<file path="src/design/assert_macros.svh">
// assertion helpers used by the top-level design file
`ifndef ASSERT_MACROS_SVH
`define ASSERT_MACROS_SVH

// clocked check, switched off while reset is high
`define WFHA_ASSERT(name, prop, msg) \
  name: assert property (@(posedge clk) disable iff (rst) prop) else $error(msg);

// clocked check that is also evaluated during reset
`define WFHA_ASSERT_ALWAYS(name, prop, msg) \
  name: assert property (@(posedge clk) prop) else $error(msg);

`endif

</file>
<file path="src/design/wfha_pkg.sv">
package wfha_pkg;

  // width of the hole count register
  localparam int COUNT_WIDTH = 5;
  localparam logic [COUNT_WIDTH-1:0] RESET_HOLE_COUNT = 5'd16;

  typedef enum logic {
    CMD_LOAD  = 1'b0,
    CMD_ALLOC = 1'b1
  } cmd_t;

  typedef enum logic [1:0] {
    ST_IDLE,
    ST_LOAD,
    ST_SCAN,
    ST_FINISH
  } state_t;

  typedef struct packed {
    cmd_t        cmd;
    logic [3:0]  hole_index;
    logic [15:0] amount;
  } in_item_t;

  typedef struct packed {
    logic        granted;
    logic [3:0]  hole_id;
    logic [15:0] remaining;
  } out_item_t;

endpackage

</file>
<file path="src/design/wfha_mem.sv">
module wfha_mem #(
  parameter int DEPTH = 16,
  parameter int WIDTH = 16
) (
  input  logic                     clk,
  input  logic                     rst,
  input  logic                     wr_en,
  input  logic [$clog2(DEPTH)-1:0] wr_addr,
  input  logic [WIDTH-1:0]         wr_data,
  input  logic                     rd_en,
  input  logic [$clog2(DEPTH)-1:0] rd_addr,
  output logic [WIDTH-1:0]         rd_data
);

  logic [WIDTH-1:0] mem [DEPTH];
  logic [DEPTH-1:0] vld;

  // per-entry valid bits, an unwritten entry reads as zero
  always_ff @(posedge clk) begin
    if (rst) begin
      vld <= '0;
    end else if (wr_en) begin
      vld[wr_addr] <= 1'b1;
    end
  end

  // storage array
  always_ff @(posedge clk) begin
    if (wr_en) begin
      mem[wr_addr] <= wr_data;
    end
  end

  // registered read port
  always_ff @(posedge clk) begin
    if (rd_en) begin
      rd_data <= vld[rd_addr] ? mem[rd_addr] : '0;
    end
  end

endmodule

</file>
<file path="src/design/wfha_ctrl.sv">
module wfha_ctrl #(
  parameter int MAX_HOLES  = 16,
  parameter int SIZE_WIDTH = 16
) (
  input  logic                         clk,
  input  logic                         rst,
  input  logic [$clog2(MAX_HOLES+1)-1:0] n_active,
  input  logic                         in_valid,
  output logic                         in_stall,
  input  wfha_pkg::in_item_t           in_data,
  output logic                         out_valid,
  input  logic                         out_stall,
  output wfha_pkg::out_item_t          out_data,
  output logic                         wr_en,
  output logic [$clog2(MAX_HOLES)-1:0] wr_addr,
  output logic [SIZE_WIDTH-1:0]        wr_data,
  output logic                         rd_en,
  output logic [$clog2(MAX_HOLES)-1:0] rd_addr,
  input  logic [SIZE_WIDTH-1:0]        rd_data
);

  import wfha_pkg::*;

  localparam int AW = $clog2(MAX_HOLES);
  localparam int CW = $clog2(MAX_HOLES + 1);

  state_t            state;
  state_t            state_next;
  in_item_t          item;
  logic [CW-1:0]     rd_ptr;
  logic              pipe_valid;
  logic [AW-1:0]     pipe_idx;
  logic              found;
  logic [AW-1:0]     best_idx;
  logic [SIZE_WIDTH-1:0] best_val;
  logic              out_load;
  out_item_t         out_next;
  logic              slot_free;
  logic              idx_in_range;
  logic              fits;
  logic [SIZE_WIDTH-1:0] amt;
  logic [SIZE_WIDTH-1:0] left;

  assign slot_free    = !out_valid || !out_stall;
  assign amt          = SIZE_WIDTH'(item.amount);
  assign left         = best_val - amt;
  assign idx_in_range = 9'(item.hole_index) < 9'(MAX_HOLES);
  assign fits         = found && (amt <= best_val);
  assign in_stall     = (state != ST_IDLE);
  assign rd_addr      = rd_ptr[AW-1:0];

  // state register
  always_ff @(posedge clk) begin
    if (rst) begin
      state <= ST_IDLE;
    end else begin
      state <= state_next;
    end
  end

  // next state, memory strobes and result
  always_comb begin
    state_next = state;
    wr_en      = 1'b0;
    wr_addr    = best_idx;
    wr_data    = left;
    rd_en      = 1'b0;
    out_load   = 1'b0;
    out_next   = '0;
    unique case (state)
      ST_IDLE: begin
        if (in_valid) begin
          state_next = (in_data.cmd == CMD_ALLOC) ? ST_SCAN : ST_LOAD;
        end
      end
      ST_LOAD: begin
        wr_addr = AW'(item.hole_index);
        wr_data = amt;
        out_next.hole_id = item.hole_index;
        out_next.remaining = idx_in_range ? 16'(amt) : 16'd0;
        if (slot_free) begin
          wr_en      = idx_in_range;
          out_load   = 1'b1;
          state_next = ST_IDLE;
        end
      end
      ST_SCAN: begin
        rd_en = (rd_ptr < n_active);
        if ((rd_ptr == n_active) && !pipe_valid) begin
          state_next = ST_FINISH;
        end
      end
      ST_FINISH: begin
        if (fits) begin
          out_next.granted   = 1'b1;
          out_next.hole_id   = 4'(best_idx);
          out_next.remaining = 16'(left);
        end
        if (slot_free) begin
          wr_en      = fits;
          out_load   = 1'b1;
          state_next = ST_IDLE;
        end
      end
      default: begin
        state_next = ST_IDLE;
      end
    endcase
  end

  // captured item
  always_ff @(posedge clk) begin
    if ((state == ST_IDLE) && in_valid) begin
      item <= in_data;
    end
  end

  // scan pointer and read pipeline tag
  always_ff @(posedge clk) begin
    if (rst) begin
      rd_ptr     <= '0;
      pipe_valid <= 1'b0;
    end else begin
      if (state == ST_IDLE) begin
        rd_ptr <= '0;
      end else if (rd_en) begin
        rd_ptr <= rd_ptr + 1'b1;
      end
      pipe_valid <= rd_en;
    end
  end

  always_ff @(posedge clk) begin
    pipe_idx <= rd_addr;
  end

  // running maximum, strict compare keeps the lowest id on ties
  always_ff @(posedge clk) begin
    if (rst) begin
      found <= 1'b0;
    end else if (state == ST_IDLE) begin
      found <= 1'b0;
    end else if (pipe_valid && (!found || (rd_data > best_val))) begin
      found <= 1'b1;
    end
  end

  always_ff @(posedge clk) begin
    if (pipe_valid && (!found || (rd_data > best_val))) begin
      best_idx <= pipe_idx;
      best_val <= rd_data;
    end
  end

  // output register
  always_ff @(posedge clk) begin
    if (rst) begin
      out_valid <= 1'b0;
    end else if (out_load) begin
      out_valid <= 1'b1;
    end else if (!out_stall) begin
      out_valid <= 1'b0;
    end
  end

  always_ff @(posedge clk) begin
    if (out_load) begin
      out_data <= out_next;
    end
  end

endmodule

</file>
<file path="src/design/worst_fit_hole_allocator_unit.sv">
// Worst-fit allocator over a table of free holes.
// Input channel (in_valid / in_stall / in_data) carries one beat per command:
// a load writes a hole's free size, an allocate asks for a block of amount.
// Output channel (out_valid / out_stall / out_data) returns exactly one beat
// per input beat, in order: the grant flag, the hole id and the size left.
// The hole count register is written through cfg_write / cfg_data; the user
// must write it only while idle, as the block does not enforce it. A load
// writes the hole and loads its result from the load state. An allocate reads
// holes 0 to n-1 through the single read port of the hole store, one a cycle,
// n being the hole count capped at MAX_HOLES, then loads its result from the
// finish state. One command is in flight at a time; the next beat is taken
// only once the unit is back in idle after the result has been loaded.
// Reset clears every hole to zero through per-entry valid bits and sets the
// hole count to 16; no clearing pass is needed.
// A stalled result is held in the output register; the command that made it
// is finished and a new input beat may be taken while it waits.
`include "assert_macros.svh"

module worst_fit_hole_allocator_unit #(
  parameter int MAX_HOLES  = 16,
  parameter int SIZE_WIDTH = 16
) (
  input  logic                clk,
  input  logic                rst,
  input  logic                cfg_write,
  input  logic [4:0]          cfg_data,
  input  logic                in_valid,
  output logic                in_stall,
  input  wfha_pkg::in_item_t  in_data,
  output logic                out_valid,
  input  logic                out_stall,
  output wfha_pkg::out_item_t out_data
);

  import wfha_pkg::*;

  localparam int AW = $clog2(MAX_HOLES);
  localparam int CW = $clog2(MAX_HOLES + 1);

  logic [COUNT_WIDTH-1:0] hole_count;
  logic [CW-1:0]          n_active;
  logic                   wr_en;
  logic [AW-1:0]          wr_addr;
  logic [SIZE_WIDTH-1:0]  wr_data;
  logic                   rd_en;
  logic [AW-1:0]          rd_addr;
  logic [SIZE_WIDTH-1:0]  rd_data;

  // hole count register
  always_ff @(posedge clk) begin
    if (rst) begin
      hole_count <= RESET_HOLE_COUNT;
    end else if (cfg_write) begin
      hole_count <= cfg_data;
    end
  end

  // holes taking part, capped at the table size
  assign n_active = (9'(hole_count) > 9'(MAX_HOLES)) ? CW'(MAX_HOLES) : CW'(hole_count);

  wfha_ctrl #(
    .MAX_HOLES  (MAX_HOLES),
    .SIZE_WIDTH (SIZE_WIDTH)
  ) u_ctrl (
    .clk       (clk),
    .rst       (rst),
    .n_active  (n_active),
    .in_valid  (in_valid),
    .in_stall  (in_stall),
    .in_data   (in_data),
    .out_valid (out_valid),
    .out_stall (out_stall),
    .out_data  (out_data),
    .wr_en     (wr_en),
    .wr_addr   (wr_addr),
    .wr_data   (wr_data),
    .rd_en     (rd_en),
    .rd_addr   (rd_addr),
    .rd_data   (rd_data)
  );

  wfha_mem #(
    .DEPTH (MAX_HOLES),
    .WIDTH (SIZE_WIDTH)
  ) u_mem (
    .clk     (clk),
    .rst     (rst),
    .wr_en   (wr_en),
    .wr_addr (wr_addr),
    .wr_data (wr_data),
    .rd_en   (rd_en),
    .rd_addr (rd_addr),
    .rd_data (rd_data)
  );

  // checks
  `WFHA_ASSERT(a_busy_after_accept, (in_valid && !in_stall) |=> in_stall, "accepted beat did not make the unit busy")
  `WFHA_ASSERT(a_result_from_busy, ($rose(out_valid) && !$past(rst)) |-> $past(in_stall), "result appeared with no command in flight")
  `WFHA_ASSERT(a_done_has_result, ($fell(in_stall) && !$past(rst)) |-> out_valid, "command finished without a result beat")

endmodule

</file>
<file path="config.mk">
export PLATFORM = sky130hd
export DESIGN_NAME = worst_fit_hole_allocator_unit
export DESIGN_NICKNAME = d
export VERILOG_FILES = /design/src/design/wfha_pkg.sv /design/src/design/wfha_mem.sv /design/src/design/wfha_ctrl.sv /design/src/design/worst_fit_hole_allocator_unit.sv
export VERILOG_INCLUDE_DIRS = /design/src /design/src/design
export SDC_FILE = /design/constraint.sdc
export NUM_CORES = 1
export LEC_CHECK = 0
export BUFFER_PORTS_ARGS = -buffer_cell sky130_fd_sc_hd__buf_4
export CORE_MARGIN = 2
export CORE_UTILIZATION = 40
export CTS_CLUSTER_DIAMETER = 80
export CTS_CLUSTER_SIZE = 40
export DETAILED_ROUTE_END_ITERATION = 12
export PLACE_DENSITY_LB_ADDON = 0.05
export SLEW_MARGIN = 15
export SYNTH_ARGS = -nofsm -noshare
export SYNTH_HDL_FRONTEND = slang
export SYNTH_SLANG_ARGS = --single-unit
</file>
<file path="constraint.sdc">
create_clock -name clk -period 2.8 [get_ports clk]
set_input_delay 0.14 -clock clk [delete_from_list [all_inputs] [get_ports clk]]
set_output_delay 0.14 -clock clk [all_outputs]
set_load 0.005 [all_outputs]
</file>
==> results_dict.tcl <==
set metrics [dict create \
    outcome "finished clean" \
    gp_congestion 0.887 \
    peakVddDrop_uv 605 \
    hold_ws_ps 260 \
    syn_avg_cell_area_um2 17.2 \
    drt_iter0_drc 623 \
    dieWidth_um 200 \
    rows 71 \
    die_area_um2 40000 \
    power_frac_comb_pct 10.8 \
    finalHoldViolCount 0 \
    wl_per_cell_um 24.6 \
    instances_no_fill 1581 \
    drc 0 \
    synthesis.area_um2 15400 \
    critical_path_class "reg -> reg" \
    final_cell_area_um2 18500 \
    fmax_mhz 372 \
    dp_slack_ps -131 \
    leakage_nw 6.22 \
    yosysTopAreaCell "edfxtp_1" \
    syn_inst 891 \
    port_buffers 53 \
    tightest_slew_ps 581 \
    rsz0062_at_grt "false" \
    place_hpwl_um 27100 \
    synth_edf_count 333 \
    synth_warnings 0 \
    path_max_fanout 16 \
    fin_crit_ps 2690 \
    p_int_mw 8.39 \
    grt_pass1_wl_um 57100 \
    setup_viol 0 \
    fin_nets 1126 \
    num_vias 8520 \
    clock_skew_ps 41.1 \
    routed_wl_um 38800 \
    clk_latency_ps 560 \
    drtPass1Iterations 5 \
    power.switching_mw 2.90 \
    setup_slack_ps 110 \
    dp.cells 1501 \
    grt_max_degree 40 \
    critPathCaptureType "flip-flop" \
    synthTopCellsByCount "edfxtp_1 (333), mux4_2 (84), inv_1 (42), o21ai_0 (42)" \
    final_layout_size_suffix_gt1_share_pct 27.4 \
    vias_per_cell 5.39 \
    yosysTopAreaCellShare_pct 65.1 \
    drv_cap 0 \
    power_density_nw_per_um2 612 \
    yosys-top-cells-area "edfxtp_1 (65%), mux4_2 (12%), dfxtp_1 (4.6%)" \
    ff2ff_setup_slack_ps 110 \
    cp.arrival_ps 2930 \
    synthFlopType "edfxtp_1" \
    fillCellCount 3166 \
    cts_buffers 20 \
    die_h_um 200 \
    ys_seq_area_share_pct 69.6 \
    max_slew_margin_pct 61.3 \
    cts_buffer_depth 3 \
    clk_pin_slew_ps 110 \
    synth.distinct_cells 57 \
    cts_tree "done" \
    power_frac_seq_pct 56.3 \
    synth-seq-cells 368 \
    power_frac_clock_pct 32.9 \
    synth_fp_nets 961 \
    swShare_pct 25.7 \
    dpl_cell_area_um2 17200 \
    grt_pass1_vias 8746 \
    start_util_pct 40.7 \
    coreArea_um2 37800 \
    ant_nets 0 \
    track_usage_pct 20.0 \
    cp_data_required_time_ps 3040 \
    register_area_um2 10700 \
    ioPinCount 54 \
    diodes 0 \
    post-route-period-util_pct 96.1 \
    antenna_found_initial 1 \
    async_flop_share_pct 0 \
    slew_viol_final 0 \
    overflow 0 \
    yosysMostFrequentCell "edfxtp_1" \
    start_kind "flip-flop" \
    cts_sinks 368 \
    htree_num_levels 1 \
    holdCritPathClass "in -> reg" \
    multiInputGateArea_um2 4400 \
    cts-root-buf "clkbuf_16" \
    area_delta_synth_final_pct 20.1 \
    fin_setup_tns_ps 0 \
]
[power groups by stage]
stage	clock network [mW]	logic, mW	registers [mW]
2_1_floorplan	0	0.517	6.47
3_3_place_gp	0	1.14	6.48
3_5_place_dp	0	1.17	6.48
4_1_cts	3.82	1.23	6.35
5_1_grt	4.01	1.32	6.36
6_report	3.71	1.22	6.35
[timing repair]
action                                  4_1_cts  5_1_grt
hold buffers                                 41        0
endpoints found under the setup margin      318      153
buffers inserted                              1        1
pin swaps                                     3        2
gates resized for setup                       9        6
gates cloned                                  1        0
endpoints found under the hold margin        29        0
[per-layer routing]
metal  vias up  wire (µm)  GRT usage [%]
met5         -          0              0
met4         0       1550           7.08
met3        55       1630           2.84
met2       187      18900           34.1
met1      4407      16700           26.3
li1       3871          -              -
[path summary, 6_finish.rpt]
check | startpoint | end | cells after the start
hold / removal | in_valid | u_ctrl.item[17]$_DFFE_PP_ | 3
setup / recovery | u_ctrl.amt[0]$_DFFE_PP_ | u_mem.mem[12][5]$_DFFE_PP_ | 11
setup reg to reg | u_ctrl.amt[0]$_DFFE_PP_ | u_mem.mem[12][5]$_DFFE_PP_ | 11
hold reg to reg | u_ctrl.pipe_idx[1]$_DFF_P_ | u_ctrl.best_idx[1]$_DFFE_PP_ | 0
[placed cells by master, fill, tap and decap left out, types with 10 or more instances in the layout]
cell type / instances
edfxtp_1: 333
buf_4: 112
mux4_2: 84
inv_1: 42
dlygate4sd3_1: 41
o21ai_0: 38
nand2_1: 37
ha_1: 37
dfxtp_1: 33
a21oi_1: 29
nor2_1: 23
nor2b_1: 22
buf_12: 22
clkbuf_16: 21
o2bb2ai_1: 16
nor2_2: 15
a21o_1: 11
a31oi_1: 10
[worst max-delay path, stage by stage (launching register included)]
cell and delay [ps]:
edfxtp_1 410, ha_2 210, fa_2 370, nor2b_4 140, o21a_1 130, o311ai_2 130, a41oi_2 220, buf_6 150
nand3b_1 120, buf_4 210, nor2_2 120, buf_12 190
[stage by stage]
stage	util, %	power [mW]
detailed placement	45.5	7.65
CTS	48.8	11.4
floorplan	-	6.99
global placement	45.5	7.62
global route	48.9	11.7
finish	48.9	11.3
[logic make-up after synthesis]
logic type               Yosys count  synth area share, %
AND/OR/NAND/NOR                  155                 5.27
flip-flops                       368                 69.6
AO/OA/AOI/OAI                    147                 6.20
XOR/XNOR                          10                0.570
multiplexers                      92                 12.8
adder cells (fa/ha/maj)           39                 3.22
buffers and inverters             80                 2.27
[cell type report]
type / instances / share of cell area, %
multi-input combinational: 443 / 23.8
sequential: 368 / 58.0
inverter: 44 / 0.895
clock inverter: 15 / 1.42
tap: 511 / 3.46
timing repair buffer: 179 / 9.53
clock buffer: 21 / 2.85
[registers in the layout (all words and copies together), names as in the netlist]
register	cells
u_mem.vld	16
u_ctrl.out_valid	1
u_ctrl.out_data	21
u_ctrl.best_val	16
u_ctrl.pipe_valid	1
u_ctrl.state	2
u_mem.mem	256
u_ctrl.rd_ptr	5
u_ctrl.pipe_idx	4
hole_count	5
u_ctrl.best_idx	4
u_ctrl.found	1
u_mem.rd_data	16
u_ctrl.amt	16
u_ctrl.item	4
Note: power is estimated with default switching activity, not from simulation.
